### config.mk
export PLATFORM = sky130hd
export DESIGN_NAME = button_press_classifier
export DESIGN_NICKNAME = d
export VERILOG_FILES = /design/src/rtl/bpc_pkg.sv /design/src/rtl/bpc_cfg_regs.sv /design/src/rtl/bpc_classify.sv /design/src/rtl/button_press_classifier.sv
export SDC_FILE = /design/constraint.sdc
export NUM_CORES = 1
export LEC_CHECK = 0
export BUFFER_PORTS_ARGS = -buffer_cell sky130_fd_sc_hd__buf_4
export CORE_UTILIZATION = 55
export DETAILED_ROUTE_END_ITERATION = 8
export PLACE_DENSITY_LB_ADDON = 0.05
export SYNTH_ARGS = -nofsm -noshare
export SYNTH_HDL_FRONTEND = slang
export SYNTH_HIERARCHICAL = 1
export SYNTH_SLANG_ARGS = --single-unit
### constraint.sdc
create_clock -name clk -period 5.6 [get_ports clk]
set_input_delay 0.56 -clock clk [delete_from_list [all_inputs] [get_ports clk]]
set_output_delay 0.56 -clock clk [all_outputs]
set_load 0.02 [all_outputs]
### src/rtl/bpc_pkg.sv
// ----------------------------------------------------------------------------
// bpc_pkg
// Shared types and codes for the button press classifier.
// ----------------------------------------------------------------------------
package bpc_pkg;

	localparam int TICK_W  = 32;
	localparam int CFG_W   = 16;
	localparam int STATE_W = 3;
	localparam int EVENT_W = 2;
	localparam int INDEX_W = 2;

	// Press state codes.
	localparam logic [STATE_W-1:0] ST_IDLE        = 3'd0;
	localparam logic [STATE_W-1:0] ST_WAIT_LONG   = 3'd1;
	localparam logic [STATE_W-1:0] ST_WAIT_DOUBLE = 3'd2;
	localparam logic [STATE_W-1:0] ST_LONG        = 3'd3;
	localparam logic [STATE_W-1:0] ST_DOUBLE      = 3'd4;

	// Event codes.
	localparam logic [EVENT_W-1:0] EV_NONE   = 2'd0;
	localparam logic [EVENT_W-1:0] EV_SINGLE = 2'd1;
	localparam logic [EVENT_W-1:0] EV_DOUBLE = 2'd2;
	localparam logic [EVENT_W-1:0] EV_LONG   = 2'd3;

	// Register indexes.
	localparam logic [INDEX_W-1:0] REG_ACTIVE_LEVEL  = 2'd0;
	localparam logic [INDEX_W-1:0] REG_DEBOUNCE      = 2'd1;
	localparam logic [INDEX_W-1:0] REG_LONG_PRESS    = 2'd2;
	localparam logic [INDEX_W-1:0] REG_DOUBLE_WINDOW = 2'd3;

	typedef struct packed {
		logic             active_level;
		logic [CFG_W-1:0] debounce_ticks;
		logic [CFG_W-1:0] long_press_ticks;
		logic [CFG_W-1:0] double_window_ticks;
	} cfg_t;

	typedef struct packed {
		logic [STATE_W-1:0] press_state;
		logic               mark_load;
		logic [EVENT_W-1:0] press_event;
	} decision_t;

endpackage

### src/rtl/bpc_cfg_regs.sv
// ----------------------------------------------------------------------------
// bpc_cfg_regs
// Configuration register file with reset defaults.
// ----------------------------------------------------------------------------
module bpc_cfg_regs (
	input  logic                         clk,
	input  logic                         arst_n,
	input  logic                         cfg_we,
	input  logic [bpc_pkg::INDEX_W-1:0]  cfg_index,
	input  logic [bpc_pkg::CFG_W-1:0]    cfg_wdata,
	output bpc_pkg::cfg_t                cfg
);

	bpc_pkg::cfg_t cfg_q;

	always_ff @(posedge clk or negedge arst_n) begin
		if (!arst_n) begin
			cfg_q.active_level        <= 1'b1;
			cfg_q.debounce_ticks      <= 16'd20;
			cfg_q.long_press_ticks    <= 16'd1000;
			cfg_q.double_window_ticks <= 16'd300;
		end else if (cfg_we) begin
			case (cfg_index)
				bpc_pkg::REG_ACTIVE_LEVEL:  cfg_q.active_level        <= cfg_wdata[0];
				bpc_pkg::REG_DEBOUNCE:      cfg_q.debounce_ticks      <= cfg_wdata;
				bpc_pkg::REG_LONG_PRESS:    cfg_q.long_press_ticks    <= cfg_wdata;
				bpc_pkg::REG_DOUBLE_WINDOW: cfg_q.double_window_ticks <= cfg_wdata;
				default: ;
			endcase
		end
	end

	assign cfg = cfg_q;

endmodule

### src/rtl/bpc_classify.sv
// ----------------------------------------------------------------------------
// bpc_classify
// Next-state and event decision for one poll.
// ----------------------------------------------------------------------------
module bpc_classify (
	input  bpc_pkg::cfg_t                cfg,
	input  logic [bpc_pkg::STATE_W-1:0]  press_state,
	input  logic [bpc_pkg::TICK_W-1:0]   mark_tick,
	input  logic [bpc_pkg::TICK_W-1:0]   tick_now,
	input  logic                         pin_level,
	output bpc_pkg::decision_t           decision
);

	logic                        pressed;
	logic [bpc_pkg::TICK_W-1:0]  age;
	logic                        past_debounce;
	logic                        past_long;
	logic                        past_window;

	assign pressed       = (pin_level == cfg.active_level);
	assign age           = tick_now - mark_tick;
	assign past_debounce = age > {{(bpc_pkg::TICK_W-bpc_pkg::CFG_W){1'b0}}, cfg.debounce_ticks};
	assign past_long     = age > {{(bpc_pkg::TICK_W-bpc_pkg::CFG_W){1'b0}}, cfg.long_press_ticks};
	assign past_window   =
		age > {{(bpc_pkg::TICK_W-bpc_pkg::CFG_W){1'b0}}, cfg.double_window_ticks};

	always_comb begin
		decision.press_state = press_state;
		decision.mark_load   = 1'b0;
		decision.press_event = bpc_pkg::EV_NONE;
		if (past_debounce) begin
			case (press_state)
				bpc_pkg::ST_IDLE: begin
					if (pressed) begin
						decision.press_state = bpc_pkg::ST_WAIT_LONG;
						decision.mark_load   = 1'b1;
					end
				end
				bpc_pkg::ST_WAIT_LONG: begin
					if (!pressed) begin
						decision.press_state = bpc_pkg::ST_WAIT_DOUBLE;
						decision.mark_load   = 1'b1;
					end else if (past_long) begin
						decision.press_state = bpc_pkg::ST_LONG;
						decision.press_event = bpc_pkg::EV_LONG;
					end
				end
				bpc_pkg::ST_WAIT_DOUBLE: begin
					if (pressed) begin
						decision.press_state = bpc_pkg::ST_DOUBLE;
						decision.mark_load   = 1'b1;
						decision.press_event = bpc_pkg::EV_DOUBLE;
					end else if (past_window) begin
						decision.press_state = bpc_pkg::ST_IDLE;
						decision.press_event = bpc_pkg::EV_SINGLE;
					end
				end
				bpc_pkg::ST_LONG, bpc_pkg::ST_DOUBLE: begin
					if (!pressed) begin
						decision.press_state = bpc_pkg::ST_IDLE;
						decision.mark_load   = 1'b1;
					end
				end
				default: begin
					// An unused code falls back to idle and restarts the mark.
					decision.press_state = bpc_pkg::ST_IDLE;
					decision.mark_load   = 1'b1;
				end
			endcase
		end
	end

endmodule

### src/rtl/button_press_classifier.sv
// ----------------------------------------------------------------------------
// button_press_classifier
// Turns a stream of button polls into single, double and long press events.
// ----------------------------------------------------------------------------
// An accepted poll passes through the input register, then the result register,
// before its result word appears on the master side.
// Throughput: one poll per cycle while m_tready keeps the result register draining.
// Reset: arst_n clears the press state to idle, the mark tick to zero, both
// valid flags, and loads the register defaults (active 1, debounce 20,
// long press 1000, double window 300).
module button_press_classifier (
	input  logic        clk,
	input  logic        arst_n,
	// Configuration write port.
	input  logic        cfg_we,
	input  logic [1:0]  cfg_index,
	input  logic [15:0] cfg_wdata,
	// Poll stream in.
	input  logic        s_tvalid,
	output logic        s_tready,
	input  logic [39:0] s_tdata,   // [31:0] tick_now, [32] pin_level, [39:33] zero
	// Event stream out.
	output logic        m_tvalid,
	input  logic        m_tready,
	output logic [7:0]  m_tdata    // [1:0] press_event, [7:2] zero
);

	bpc_pkg::cfg_t      cfg;
	bpc_pkg::decision_t decision;

	// Input register holding one poll.
	logic                         valid_s1;
	logic [bpc_pkg::TICK_W-1:0]   tick_s1;
	logic                         pin_s1;

	// Classifier state.
	logic [bpc_pkg::STATE_W-1:0]  press_state_q;
	logic [bpc_pkg::TICK_W-1:0]   mark_tick_q;

	// Result register.
	logic                         valid_s2;
	logic [bpc_pkg::EVENT_W-1:0]  event_s2;

	logic advance;

	// The poll in the input register moves on whenever the result register is
	// empty or is being emptied this cycle; the state updates at that moment.
	assign advance  = valid_s1 && (!valid_s2 || m_tready);
	assign s_tready = !valid_s1 || advance;

	bpc_cfg_regs u_cfg (
		.clk       (clk),
		.arst_n    (arst_n),
		.cfg_we    (cfg_we),
		.cfg_index (cfg_index),
		.cfg_wdata (cfg_wdata),
		.cfg       (cfg)
	);

	bpc_classify u_classify (
		.cfg         (cfg),
		.press_state (press_state_q),
		.mark_tick   (mark_tick_q),
		.tick_now    (tick_s1),
		.pin_level   (pin_s1),
		.decision    (decision)
	);

	always_ff @(posedge clk or negedge arst_n) begin
		if (!arst_n) begin
			valid_s1 <= 1'b0;
		end else if (s_tready) begin
			valid_s1 <= s_tvalid;
		end
	end

	always_ff @(posedge clk) begin
		if (s_tvalid && s_tready) begin
			tick_s1 <= s_tdata[31:0];
			pin_s1  <= s_tdata[32];
		end
	end

	always_ff @(posedge clk or negedge arst_n) begin
		if (!arst_n) begin
			press_state_q <= bpc_pkg::ST_IDLE;
			mark_tick_q   <= '0;
		end else if (advance) begin
			press_state_q <= decision.press_state;
			if (decision.mark_load) begin
				mark_tick_q <= tick_s1;
			end
		end
	end

	always_ff @(posedge clk or negedge arst_n) begin
		if (!arst_n) begin
			valid_s2 <= 1'b0;
		end else if (advance) begin
			valid_s2 <= 1'b1;
		end else if (m_tready) begin
			valid_s2 <= 1'b0;
		end
	end

	always_ff @(posedge clk) begin
		if (advance) begin
			event_s2 <= decision.press_event;
		end
	end

	assign m_tvalid = valid_s2;
	assign m_tdata  = {6'b0, event_s2};

endmodule

==> flow_summary.json, run 1 <==
{
  "status": "completed",
  "hpwl_um": 13140,
  "path_cells": "ha_1 > fa_1 > and2b_1 > o2111ai_2 > a2111oi_2 > nor2_1 > xnor2_1 > ha_1 > nand2_1 > or3_1 > inv_1 > a221oi_1 > a21oi_1 > inv_1 > and2_2 > a21oi_1 > and3_4 > buf_12 > mux2_2",
  "cp-startpoint": "mark_tick_q[0]$_DFFE_PN0P_",
  "slew_violations": 0,
  "dieHeight_um": 124.0,
  "finalSetupViolCount": 0,
  "postRouteWirelength_um": 17780,
  "layout-area-overhead-vs-synth_pct": 14.16,
  "critPathBufInv": 3,
  "async_reset_ff_share_pct": 71.07,
  "post-cts-setup-buffer-count": 0,
  "grt-ovfl-total": 0,
  "crit_slowest_cell": "a2111oi_2",
  "fin_skew_ns": 0.01026,
  "rsz0062_at_grt": "no",
  "ios": 73,
  "whs_ns": 0.3119,
  "firstDrtPassIters": 7,
  "diodes": 0,
  "layout.cells.most_common_list": "87 x inv_1, 79 x ha_1, 73 x dfrtp_1, 62 x buf_4, 60 x mux2_4",
  "leakage_nw": 4.488,
  "drt_iter0_drc": 363,
  "power_density_nw_per_um2": 600.5,
  "hold_viol": 0,
  "ys_ff_latch": 121,
  "die_w_um": 124.0,
  "ff2ff_path_depth": 19,
  "min_period_over_period_pct": 88.03,
  "vdd_drop_max_mv": 0.3966,
  "crit_fanout": 32,
  "fin_nets": 953,
  "critPathCaptureType": "flip-flop",
  "cts_hold_buf": 0,
  "row_count": 44,
  "cts_root_buffer": "clkbuf_16",
  "synth_ff_type": "dfrtp_1",
  "slew-limit-headroom_pct": 26.08,
  "cpLargestDelayFamily": "compound AO/OA/AOI/OAI gates",
  "drive_above_1_share_pct": 26.61,
  "grt_antenna_before_repair": 0,
  "port-buffer-count": 59,
  "final_common_cell": "inv_1",
  "cts_resized": 0,
  "r2r_start": "mark_tick_q[0]$_DFFE_PN0P_",
  "cts_made_buffers": 17,
  "synth-edff-count": 35,
  "wl_per_cell_um": 17.66,
  "timing.fmax_mhz": 202.9,
  "cts_tree": "built",
  "min_from": "s_tdata[4]",
  "syn_area_um2": 8183,
  "core-area_um2": 14530,
  "vias": 5731,
  "start_util_pct": 56.30,
  "gp_congestion": 0.9108,
  "nFillCells": 1205,
  "grt_max_degree": 87,
  "drv_cap": 0,
  "post-route-util_pct": 64.27,
  "drc": 0,
  "vias_per_cell": 5.691,
  "yosysUniqueCellTypes": 83,
  "htree_levels": 4,
  "critPathArrivalTime_ns": 5.24,
  "syn_area_per_cell_um2": 10.97,
  "max_slew.worst_pin.slew_ns": 1.109,
  "clock_latency_ns": 0.42,
  "grt.total_usage_pct": 24.91,
  "critPathRequiredTime_ns": 5.91,
  "setup_tns_ns": 0,
  "grt_first_pass_wirelength_um": 28690,
  "synthCells": 746,
  "hold_depth": 1,
  "numClockSinks": 121,
  "min_path_type": "in -> reg",
  "ys_seq_area_share_pct": 39.34,
  "path_depth": 19,
  "grt_pass1_vias": 5648,
  "die_area_um2": 15370,
  "path_class": "reg -> reg",
  "cpPeakStageDelay_ns": 0.61,
  "synth_warnings": 6,
  "clkTransAtPathRegs_ns": 0.06,
  "final.min_clock_period_ns": 4.930,
  "cp-start-kind": "flip-flop",
  "antenna_left": 0,
  "cts_buffer_depth": 2
}
layout make-up:
type	instances	area, um2	area share, %
clock buffer	17	425.4	4.554
clock inverter	15	190.2	2.036
inverter	87	326.6	3.496
multi-input combinational	520	4464	47.79
sequential	121	3219	34.46
tap	184	230.2	2.465
timing repair buffer	63	485.5	5.197
worst register-to-register path, stage by stage, from the launching register on:
cell and delay, ns:
dfrtp_1 0.38, ha_1 0.23, fa_1 0.41, and2b_1 0.24
o2111ai_2 0.18, a2111oi_2 0.61, nor2_1 0.11, xnor2_1 0.38
ha_1 0.21, nand2_1 0.04, or3_1 0.31, inv_1 0.08
a221oi_1 0.07, a21oi_1 0.21, inv_1 0.14, and2_2 0.23
a21oi_1 0.12, and3_4 0.20, buf_12 0.23, mux2_2 0.42
worst paths after layout:
check / to / slack (ns)
min: tick_s1[4]$_DFFE_PP_ / 0.31
max reg2reg: mark_tick_q[0]$_DFFE_PN0P_ / 0.67
min in group asynchronous: u_cfg/cfg[38]$_DFFE_PN0P_ / 0.36
max in group asynchronous: mark_tick_q[16]$_DFFE_PN0P_ / 4.55
min reg2reg: mark_tick_q[0]$_DFFE_PN0P_ / 0.51
max: mark_tick_q[0]$_DFFE_PN0P_ / 0.67
synth_stat cells, drive strengths merged, types with 8 or more instances:
cell    count  area (um2)
dfstp      13       341.6
xnor2      13       113.9
xor2        8       70.07
ha         79       988.5
nand2      43       161.4
nand4      15       100.1
a21oi      52       271.5
nor3        8       40.04
nor2       24       90.09
edfxtp     35        1051
o21a        9       67.56
nand2b      9       71.32
nand3      13       77.58
dfrtp      73        1827
o21ai      29       156.4
mux2       85        1182
and3        8       55.05
inv        87       326.6
buf        18       172.7
a21o       24       180.2
sequential cells by signal, indices dropped and copies added (netlist names):
name           count
u_cfg/cfg         49
valid_s1           1
m_tvalid           1
press_state_q      3
pin_s1             1
tick_s1           32
mark_tick_q       32
event_s2           2
metal layers:
layer / track usage [%] / wire length (um) / vias to the layer above
met3: 5.495 / 722 / 14
met2: 39.24 / 8184 / 132
li1: - / - / 2814
met5: 0 / 0 / -
met4: 7.143 / 180 / 0
met1: 34.32 / 8696 / 2771
where the power goes:
group / internal [mW] / switching (mW)
logic: 1.41 / 1.76
clock network: 0.709 / 0.434
registers: 1.15 / 0.143
stage by stage:
| step | std cells | total power, mW | worst slack (ns) | cell area [um2] |
|---|---|---|---|---|
| 3_5_place_dp | 975 | 4.420 | 0.6747 | 8726 |
| 6_report | 1007 | 5.609 | 0.6704 | 9341 |
| 5_1_grt | 1007 | 6.053 | 0.3670 | 9341 |
| 4_1_cts | 1007 | 5.610 | 0.6363 | 9341 |
| 3_3_place_gp | 975 | 4.337 | 0.6887 | 8726 |
| 2_1_floorplan | 751 | 3.670 | 1.370 | 8202 |
kinds of logic (layout without fill, tap and decap cells):
group,count (synthesis),count (layout),synth area share (%)
AO/OA/AOI/OAI,164,164,13.52
AND/OR/NAND/NOR,161,161,11.38
flip-flops,121,121,39.34
buffers and inverters,110,182,6.330
multiplexers,88,88,14.82
adder cells (fa/ha/maj),80,80,12.32
XOR/XNOR,21,21,2.248
other,1,6,0.04583
No activity file was read; power rests on OpenSTA's default activity.
==> run 2, diff against run 1 <==
--- a/config.mk
+++ b/config.mk
@@ -9,6 +9,7 @@
 export CORE_UTILIZATION = 55
 export DETAILED_ROUTE_END_ITERATION = 8
 export PLACE_DENSITY_LB_ADDON = 0.05
+export RECOVER_POWER = 100
 export SYNTH_ARGS = -nofsm -noshare
 export SYNTH_HDL_FRONTEND = slang
 export SYNTH_HIERARCHICAL = 1
==> run 2 against run 1 <==
Effect of this change:
- the run now ends with max-capacitance violations, max-slew violations left
- maximum frequency is 1.8% lower
- non-clock buffer count stayed put
- clock power barely moved
- combinational power fell by 5%
- clock skew is essentially flat
- global-route usage did not move
- via count rose by 0.31%
- worst setup slack worse by 0.090 ns
- die area stayed put
- worst hold slack improved by 0.023 ns
- sequential share of layout area rose by 1.1 points
- clock-buffer cell count did not move
- critical endpoint is now mark_tick_q[17]$_DFFE_PN0P_
- largest cell class unchanged
==> flow_summary.json, run 2 (synthesis results as in run 1) <==
{
  "status": "finished, violations left",
  "violations": "max-capacitance violations, max-slew violations",
  "grt-ovfl-total": 0,
  "die_w_um": 124.0,
  "critPathArrivalTime_ns": 5.32,
  "layout-area-overhead-vs-synth_pct": 10.60,
  "clkTransAtPathRegs_ns": 0.06,
  "htree_levels": 4,
  "wl_met1_um": 8709,
  "antenna_left": 0,
  "port-buffer-count": 59,
  "grt_antenna_before_repair": 0,
  "hpwl_um": 13140,
  "cts_hold_buf": 0,
  "cts_made_buffers": 17,
  "grt.total_usage_pct": 24.91,
  "min_path_type": "in -> reg",
  "rsz0062_at_grt": "no",
  "finalSetupViolCount": 0,
  "layout.cells.most_common_list": "87 x inv_1, 79 x ha_1, 73 x dfrtp_1, 58 x mux2_1, 49 x a21oi_1",
  "slew-limit-headroom_pct": -22.34,
  "crit_fanout": 32,
  "post-cts-setup-buffer-count": 0,
  "cts_root_buffer": "clkbuf_16",
  "setup_tns_ns": 0,
  "row_count": 44,
  "fin_nets": 953,
  "place_ws_ns": 0.6747,
  "drv_cap": 1,
  "fin_skew_ns": 0.009834,
  "cpPeakStageDelay_ns": 0.64,
  "drive_above_1_share_pct": 18.23,
  "wl_per_cell_um": 17.62,
  "wl_met2_um": 8074,
  "whs_ns": 0.3349,
  "cp-start-kind": "flip-flop",
  "crit_slowest_cell": "a2111oi_2",
  "slew_violations": 34,
  "numClockSinks": 121,
  "max_slew.worst_pin.slew_ns": 1.835,
  "place_area_um2": 8726,
  "gp_congestion": 0.9108,
  "start_util_pct": 56.30,
  "drc": 0,
  "cts_buffer_depth": 2,
  "grt_pass1_vias": 5648,
  "firstDrtPassIters": 5,
  "final_area_um2": 9050,
  "hold_viol": 0,
  "cts_tree": "built",
  "final.min_clock_period_ns": 5.020,
  "postRouteWirelength_um": 17750,
  "wl_met3_um": 770,
  "largest_reg_flops": 49,
  "grt_first_pass_wirelength_um": 28690,
  "timing.fmax_mhz": 199.2,
  "critPathRequiredTime_ns": 5.90,
  "finalWorstSetupSlack_ns": 0.5802,
  "critPathCaptureType": "flip-flop",
  "ios": 73,
  "power_density_nw_per_um2": 601.4,
  "clock_latency_ns": 0.42,
  "core-area_um2": 14530,
  "drt_iter0_drc": 266,
  "cts_resized": 0,
  "final_common_cell": "inv_1",
  "grt_max_degree": 87,
  "leakage_nw": 4.188,
  "top_layer": "met4",
  "vdd_drop_max_mv": 0.3854,
  "path_cells": "ha_1 > fa_1 > and2b_1 > o2111ai_1 > a2111oi_2 > nor2_1 > xnor2_1 > ha_1 > nand2_1 > or3_1 > inv_1 > a221oi_1 > a21oi_1 > inv_1 > and2_0 > a21oi_1 > and3_1 > buf_12 > mux2_1",
  "die_area_um2": 15370,
  "vias_per_cell": 5.709,
  "post-route-util_pct": 62.27,
  "path_class": "reg -> reg",
  "diodes": 0,
  "vias": 5749,
  "min_period_over_period_pct": 89.64,
  "dieHeight_um": 124.0
}
==> run 2: metal layers <==
layer / up-vias / global-route usage [%]
met1: 2790 / 34.32
met2: 132 / 39.24
met3: 15 / 5.495
li1: 2812 / -
met5: - / 0
met4: 0 / 7.143
==> run 2: final timing paths <==
| kind | to | start | slack [ns] | cells after the start |
|---|---|---|---|---|
| max | mark_tick_q[17]$_DFFE_PN0P_ | mark_tick_q[0]$_DFFE_PN0P_ | 0.58 | 19 |
| min | tick_s1[4]$_DFFE_PP_ | s_tdata[4] | 0.33 | 1 |
| max reg2reg | mark_tick_q[17]$_DFFE_PN0P_ | mark_tick_q[0]$_DFFE_PN0P_ | 0.58 | 19 |
| min reg2reg | mark_tick_q[15]$_DFFE_PN0P_ | mark_tick_q[15]$_DFFE_PN0P_ | 0.48 | 1 |
| max in group asynchronous | mark_tick_q[16]$_DFFE_PN0P_ | arst_n | 4.53 | 1 |
| min in group asynchronous | u_cfg/cfg[38]$_DFFE_PN0P_ | arst_n | 0.36 | 1 |
==> run 2: critical path: cells and delay by family (launching register included) <==
kind | cells | cell delay, ns
multiplexers | 1 | 0.36
AO/OA/AOI/OAI | 5 | 1.29
XOR/XNOR | 1 | 0.40
AND/OR/NAND/NOR | 6 | 1.14
buffers and inverters | 3 | 0.43
flip-flops | 1 | 0.38
adder cells (fa/ha/maj) | 3 | 0.85
==> run 2: metrics by stage <==
stage,power (mW),cells
finish,5.443,1007
detailed placement,4.420,975
global placement,4.337,975
CTS,5.610,1007
global route,5.887,1007
floorplan,3.670,751
==> run 2: final cells by class <==
class	instances	area (um2)
inverter	87	326.6
clock inverter	15	190.2
timing repair buffer	63	462.9
clock buffer	17	425.4
fill	1281	5484
multi-input combinational	520	4195
tap	184	230.2
sequential	121	3219
==> run 2: where the power goes <==
group	total [mW]	internal (mW)	switching, mW
sequential	1.28	1.15	0.135
combinational	3.02	1.27	1.75
clock	1.14	0.709	0.432
==> run 3, diff against run 2 <==
--- a/config.mk
+++ b/config.mk
@@ -6,10 +6,12 @@
 export NUM_CORES = 1
 export LEC_CHECK = 0
 export BUFFER_PORTS_ARGS = -buffer_cell sky130_fd_sc_hd__buf_4
+export CORE_MARGIN = 2
 export CORE_UTILIZATION = 55
 export DETAILED_ROUTE_END_ITERATION = 8
 export PLACE_DENSITY_LB_ADDON = 0.05
 export RECOVER_POWER = 100
+export REMOVE_ABC_BUFFERS = 1
 export SYNTH_ARGS = -nofsm -noshare
 export SYNTH_HDL_FRONTEND = slang
 export SYNTH_HIERARCHICAL = 1
==> run 3 against run 2 <==
Effect of this change:
- the run still ends with max-capacitance violations, max-slew violations left
- sequential cell count is the same
- maximum frequency fell by 3.6%
- final cell count unchanged
- highest routed layer unchanged
- largest power group unchanged
- worst setup slack got worse by 0.19 ns
- register-to-register slack got worse by 0.19 ns
==> flow_summary.json, run 3 (synthesis results as in run 1) <==
{
  "status": "finished, violations left",
  "violations": "max-capacitance violations, max-slew violations",
  "wl_per_cell_um": 17.38,
  "row_count": 44,
  "cts_buffer_depth": 2,
  "cpLargestDelayFamily": "simple AND/OR/NAND/NOR gates",
  "largest_reg_flops": 49,
  "clock_latency_ns": 0.42,
  "critPathRequiredTime_ns": 5.90,
  "hold_viol": 0,
  "postRouteWirelength_um": 17500,
  "final.min_clock_period_ns": 5.206,
  "cpMostUsedCell": "a21oi_1",
  "setup_tns_ns": 0,
  "vdd_drop_max_mv": 0.3380,
  "gp_congestion": 0.8663,
  "drive_above_1_share_pct": 18.35,
  "grt_pass1_vias": 5813,
  "crit_fanout": 13,
  "min_period_over_period_pct": 92.96,
  "drc": 0,
  "cts_root_buffer": "clkbuf_16",
  "hpwl_um": 13090,
  "slew_violations": 34,
  "cts_hold_buf": 0,
  "critPathBufInv": 1,
  "path_cells": "ha_1 > a21oi_1 > o21ai_0 > or2_2 > o311ai_0 > o221ai_1 > xnor2_1 > or4_4 > nor4_4 > and2_0 > a21oi_1 > and3_4 > clkbuf_2 > mux2_1",
  "finalSetupViolCount": 0,
  "cp-start-kind": "flip-flop",
  "drv_cap": 1,
  "min_path_type": "in -> reg",
  "power_density_nw_per_um2": 601.6,
  "core-area_um2": 14530,
  "vias_per_cell": 5.697,
  "die_area_um2": 15870,
  "placed_cells": 975,
  "final_common_cell": "inv_1",
  "post_layout_nonfiller_instances": 1007,
  "critPathCaptureType": "flip-flop",
  "grt_first_pass_wirelength_um": 29420,
  "max_slew.worst_pin.slew_ns": 1.884,
  "ios": 73,
  "path_class": "reg -> reg",
  "post-cts-setup-buffer-count": 0,
  "die_w_um": 126.0,
  "slew-limit-headroom_pct": -25.59,
  "layout-area-overhead-vs-synth_pct": 10.78,
  "antenna_left": 0,
  "grt.total_usage_pct": 23.25,
  "clkTransAtPathRegs_ns": 0.06,
  "critPathArrivalTime_ns": 5.50,
  "htree_levels": 4,
  "layout.cells.most_common_list": "87 x inv_1, 79 x ha_1, 73 x dfrtp_1, 55 x mux2_1, 49 x a21oi_1",
  "dieHeight_um": 126.0,
  "grt-ovfl-total": 0,
  "post-route-util_pct": 62.37,
  "numClockSinks": 121,
  "cpPeakStageDelay_ns": 0.72,
  "leakage_nw": 4.183,
  "whs_ns": 0.3297,
  "rsz0062_at_grt": "no",
  "fin_skew_ns": 0.01290,
  "timing.fmax_mhz": 192.1,
  "firstDrtPassIters": 5,
  "fin_nets": 953,
  "cts_resized": 0,
  "drt_iter0_drc": 399,
  "cts_tree": "built",
  "diodes": 0,
  "grt_antenna_before_repair": 0,
  "crit_slowest_cell": "o311ai_0",
  "start_util_pct": 56.30,
  "vias": 5737,
  "cts_made_buffers": 17,
  "grt_max_degree": 87,
  "port-buffer-count": 59
}
-- run 3: cell count changes in the layout (fill, tap and decap cells not counted), sizes merged --
cell      previous run  this run
buf                 24        21
clkbuf              56        59
clkinvlp             1         4
inv                 93        90
bufinv               3         4
clkinv               5         4
-- run 3: report_power, final --
part	switching, mW	internal (mW)	total [mW]
Sequential	0.130	1.15	1.28
Combinational	1.74	1.27	3.01
Clock	0.423	0.745	1.17
Total	2.29	3.16	5.45
-- run 3: final timing paths --
| path | startpoint | endpoint | slack (ns) | depth (start not counted) |
|---|---|---|---|---|
| max | tick_s1[21]$_DFFE_PP_ | mark_tick_q[26]$_DFFE_PN0P_ | 0.39 | 14 |
| min | s_tdata[0] | tick_s1[0]$_DFFE_PP_ | 0.33 | 1 |
| max in group asynchronous | arst_n | mark_tick_q[17]$_DFFE_PN0P_ | 4.54 | 1 |
| max reg2reg | tick_s1[21]$_DFFE_PP_ | mark_tick_q[26]$_DFFE_PN0P_ | 0.39 | 14 |
| min reg2reg | mark_tick_q[14]$_DFFE_PN0P_ | mark_tick_q[14]$_DFFE_PN0P_ | 0.49 | 1 |
| min in group asynchronous | arst_n | u_cfg/cfg[6]$_DFFE_PN0P_ | 0.37 | 1 |
-- run 3: metal layers --
metal  wire length, um  GRT usage (%)  vias up  share of wire (%)
met1              8500          32.29     2762                 49
li1                  -              -     2817                  -
met5                 0              0        -                  0
met2              8120          37.51      143                 46
met3               711          4.588       15                4.1
met4               170          6.206        0               0.97
-- run 3: final cells by class --
type	count	area (um2)
fill	1271	5469
tap	184	230.2
clock buffer	17	425.4
sequential	121	3219
clock inverter	15	198.9
timing repair buffer	63	452.9
inverter	87	326.6
multi-input combinational	520	4212
-- run 3: through the flow --
| step | worst slack, ns | power, mW | instance area, um2 |
|---|---|---|---|
| floorplan | 1.241 | 3.621 | 8010 |
| CTS | 0.5290 | 5.627 | 9350 |
| detailed placement | 0.5588 | 4.412 | 8726 |
| global placement | 0.6027 | 4.350 | 8726 |
| finish | 0.3944 | 5.453 | 9065 |
| global route | 0.1605 | 5.931 | 9065 |
-- run 3: worst reg2reg max path, delay by kind of cell, from the launching register on --
kind	cells	cell delay, ns
adders and majority gates	1	0.41
muxes	1	0.33
and+or+nand+nor	5	1.85
buffers and inverters	1	0.21
DFF	1	0.39
xor gates and xnor gates	1	0.20
AOI/OAI and AO/OA	5	1.71
